===== config.mk =====
export PLATFORM = sky130hd
export DESIGN_NAME = hwb_fifo
export DESIGN_NICKNAME = d
export VERILOG_FILES = /design/src/hw/rtl/hwb_fifo.sv
export SDC_FILE = /design/constraint.sdc
export NUM_CORES = 1
export LEC_CHECK = 0
export BUFFER_PORTS_ARGS = -buffer_cell sky130_fd_sc_hd__buf_2
export CAP_MARGIN = 20
export CELL_PAD_IN_SITES_DETAIL_PLACEMENT = 0
export CELL_PAD_IN_SITES_GLOBAL_PLACEMENT = 1
export CORE_AREA = 2 2 59 61
export CTS_CLUSTER_DIAMETER = 100
export DETAILED_ROUTE_END_ITERATION = 12
export DIE_AREA = 0 0 61 63
export PLACE_DENSITY_LB_ADDON = 0.1
export SLEW_MARGIN = 5
export SYNTH_ARGS = -nofsm -noshare
export SYNTH_HDL_FRONTEND = slang
export SYNTH_SLANG_ARGS = --single-unit
export TNS_END_PERCENT = 50

===== constraint.sdc =====
create_clock -name clk_i -period 2.4 [get_ports clk_i]
set_clock_uncertainty 0.15 [all_clocks]
set_input_delay 0.12 -clock clk_i [delete_from_list [all_inputs] [get_ports clk_i]]
set_output_delay 0.12 -clock clk_i [all_outputs]
set_load 0.02 [all_outputs]

===== src/hw/rtl/hwb_fifo.sv =====
// Small register queue between the classifying front and the evaluation back.
module hwb_fifo #(
  parameter int WIDTH = 8,
  parameter int DEPTH = 4
) (
  input  logic             clk_i,
  input  logic             rst_ni,
  input  logic             push_i,
  input  logic [WIDTH-1:0] wdata_i,
  output logic             full_o,
  input  logic             pop_i,
  output logic [WIDTH-1:0] rdata_o,
  output logic             empty_o
);
  localparam int PW = (DEPTH > 1) ? $clog2(DEPTH) : 1;
  localparam int CNTW = $clog2(DEPTH + 1);

  logic [WIDTH-1:0] mem_q [DEPTH];
  logic [PW-1:0]    wr_q, wr_d, rd_q, rd_d;
  logic [CNTW-1:0]  cnt_q, cnt_d;

  assign full_o  = (cnt_q == CNTW'(DEPTH));
  assign empty_o = (cnt_q == '0);
  assign rdata_o = mem_q[rd_q];

  always_comb begin
    wr_d  = wr_q;
    rd_d  = rd_q;
    cnt_d = cnt_q;
    if (push_i) wr_d = (wr_q == PW'(DEPTH - 1)) ? '0 : wr_q + 1'b1;
    if (pop_i)  rd_d = (rd_q == PW'(DEPTH - 1)) ? '0 : rd_q + 1'b1;
    if (push_i && !pop_i) cnt_d = cnt_q + 1'b1;
    else if (pop_i && !push_i) cnt_d = cnt_q - 1'b1;
  end

  always_ff @(posedge clk_i or negedge rst_ni) begin
    if (!rst_ni) begin
      wr_q  <= '0;
      rd_q  <= '0;
      cnt_q <= '0;
    end else begin
      wr_q  <= wr_d;
      rd_q  <= rd_d;
      cnt_q <= cnt_d;
    end
  end

  always_ff @(posedge clk_i) begin
    if (push_i) mem_q[wr_q] <= wdata_i;
  end
endmodule


==> run metrics <==
outcome=completed; fin crit share=0.8690; uppermost routed layer=met4; DP HPWL=about 1.6 mm; most common library cells after synthesis=edfxtp_1, mux4_2, dfrtp_1; Leakage=roughly 0.73 nW; Nets=between 100 and 150; I/O Buffers=21; Avg WL per Cell=~14 um; Syn Area/Cell=approximately 20 um^2; wire length on met1=roughly 1 mm; count of cell types in the netlist=18; Setup Viol. Count Final=0; DR DRC count=0; Post-synth top flop=edfxtp_1; initial antenna violation count=0; layout cells sized above 1=0.3390; Initial Utilization=0.4859; Pwr per Cell Area=1132 nW/um^2; core area=between 3000 and 4000 um^2; max frequency=~0.48 GHz; CTS tree=built; most common cell in the synthesized netlist=edfxtp_1; IO Count=22; post-synthesis cell area=between 1500 and 2000 um^2; actual slew at the worst max-slew pin=approximately 0.58 ns; Worst slew margin=0.6131; critical path data arrival time=approximately 1.8 ns; CTS root buf=clkbuf_4; Area growth, synth to finish=23.67%; Synth top area share=0.6120; clock transition at the registers of the reported paths=0.12 ns; #FFs+latches synth=39; Final GP Congestion=0.7094; post-route minimum period=approximately 2.1 ns; CP Launch Point=rd_q[0]; RSZ-0062 raised after global routing=false; critical path class=flop to output pin; Worst Setup End Kind=output pin; first-pass GRT wire length=roughly 4 mm; Critical Path Fanout Max=11; met3 wire length=about 110 um; startpoint types=flop; clk sink count=39; Reg-to-Reg Start=wr_q[0]; hold_buf cts=12; top post-synthesis cells by area=edfxtp_1, mux4_2, dfrtp_1; Die W=between 60 and 70 um; area of the multi-input gates=around 400 um^2; Synth Warn #=0; CP required=approximately 2.1 ns; max_cap viols=0; Max clock buf depth=2; DR vias=around 800; Yosys top cell by area=edfxtp_1; Cells after Synth=between 70 and 80; worst hold slack=0.3650 ns; Setup WS post-layout=between 0.3 and 0.4 ns; H-tree depth=2; GRT Util Overall=0.1523; number of flops mapped to enable cells by yosys=32; # rows=21; pin count of the biggest net entering global routing=14; First DRT Iteration DRCs=17; die area=3843 um^2; Syn Nets=between 90 and 100; HP Class=flop to flop; Final Hold Viols=0; pins over their slew limit=0; ANT cells=0; register area share after synthesis=0.7235; ys async rst share=0.1795; vias per cell=between 4 and 5; Post-CTS Setup Bufs=0; hold path startpoint=cnt_q[2]; CTS Buf Count=5; pre-CTS setup slack=~0.64 ns; worst skew pair latency=around 0.33 ns; WL final=~2.4 mm; vias in the first global route=roughly 850; fill cell count=roughly 260; Final Util=0.6009; Post-CTS Resized=0; met2 wire len=between 1 and 1.5 mm; FF/Latch Area=approximately 1100 um^2; total gr overflow=0; Chip Height=63 um; peak supply drop=~0.75 mV; remaining antenna violation count=0; setup TNS=0 ns; TritonRoute pass-1 iters=5
## cell type report
| class | count | share of cell area |
|---|---|---|
| well taps | 46 | 0.02964 |
| flip-flops and latches | 39 | 0.5851 |
| clock buffers | 5 | 0.01933 |
| clock inverters | 3 | 0.03479 |
| repair buffers | 33 | 0.1160 |
| inverters | 5 | 0.009665 |
| multi-input cells | 33 | 0.2055 |
## critical path: stages (launching register included)
cell and delay, ns:
dfrtp_1 0.73, mux4_2 0.58, buf_2 0.17
## registers in the layout, summed over array words and instances, names as in the netlist
| name | cells |
|---|---|
| mem_q | 32 |
| rd_q | 2 |
| cnt_q | 3 |
| wr_q | 2 |
## layer usage
layer | GRT usage | vias to the layer above
met5 | 0 | -
met4 | 0.07337 | 0
met1 | 0.1788 | 387
met2 | 0.2419 | 20
li1 | - | 377
met3 | 0.05590 | 2
## power by group
| part | leakage (nW) | total [mW] | switching (mW) | internal (mW) |
|---|---|---|---|---|
| clock | 0.0514 | 0.540 | 0.216 | 0.324 |
| sequential | 0.377 | 1.03 | 0.137 | 0.889 |
| combinational | 0.306 | 0.633 | 0.316 | 0.317 |
## final timing paths
path / end / slack, ns / cells after the start
min reg2reg: cnt_q[2] / 0.36 / 1
max in group asynchronous: wr_q[0] / 1.27 / 3
max: rdata_o[0] / 0.31 / 2
max reg2reg: mem_q[0][7] / 0.82 / 3
min in group asynchronous: cnt_q[2] / 0.58 / 3
min: cnt_q[2] / 0.36 / 1
## per-stage QoR
step | cells | power [mW] | cell area, um^2
final | 164 | 2.199 | 1942
after CTS | 164 | 2.233 | 1942
after detailed placement | 144 | 1.675 | 1717
after global placement | 144 | 1.656 | 1717
after global routing | 164 | 2.349 | 1942
after floorplan | 79 | 1.502 | 1570
## layout by cell type, fill, tap and decap left out
cell           Yosys  final
edfxtp_1          32     32
buf_2              1     21
dlygate4sd3_1      0     12
mux4_2             8      8
dfrtp_1            7      7
ha_1               6      6
inv_1              5      5
clkbuf_4           0      5
and2_1             4      4
mux2_2             3      3
o21ai_0            2      2
nor2_1             2      2
xor2_1             2      2
bufinv_16          0      2
nor3_1             1      1
nor3b_1            1      1
xnor2_1            1      1
nand3_1            1      1
nand2_1            1      1
fa_1               1      1
clkinvlp_4         0      1
## logic make-up after synthesis
group,count (synthesis),synth area share
buf+inv,7,0.02231
simple gates,10,0.03426
fa+ha+maj,7,0.06056
mux,11,0.1363
flops,39,0.7235
compound gates,2,0.006375
xor+xnor,3,0.01674
No activity file was read; power rests on OpenSTA's default activity.
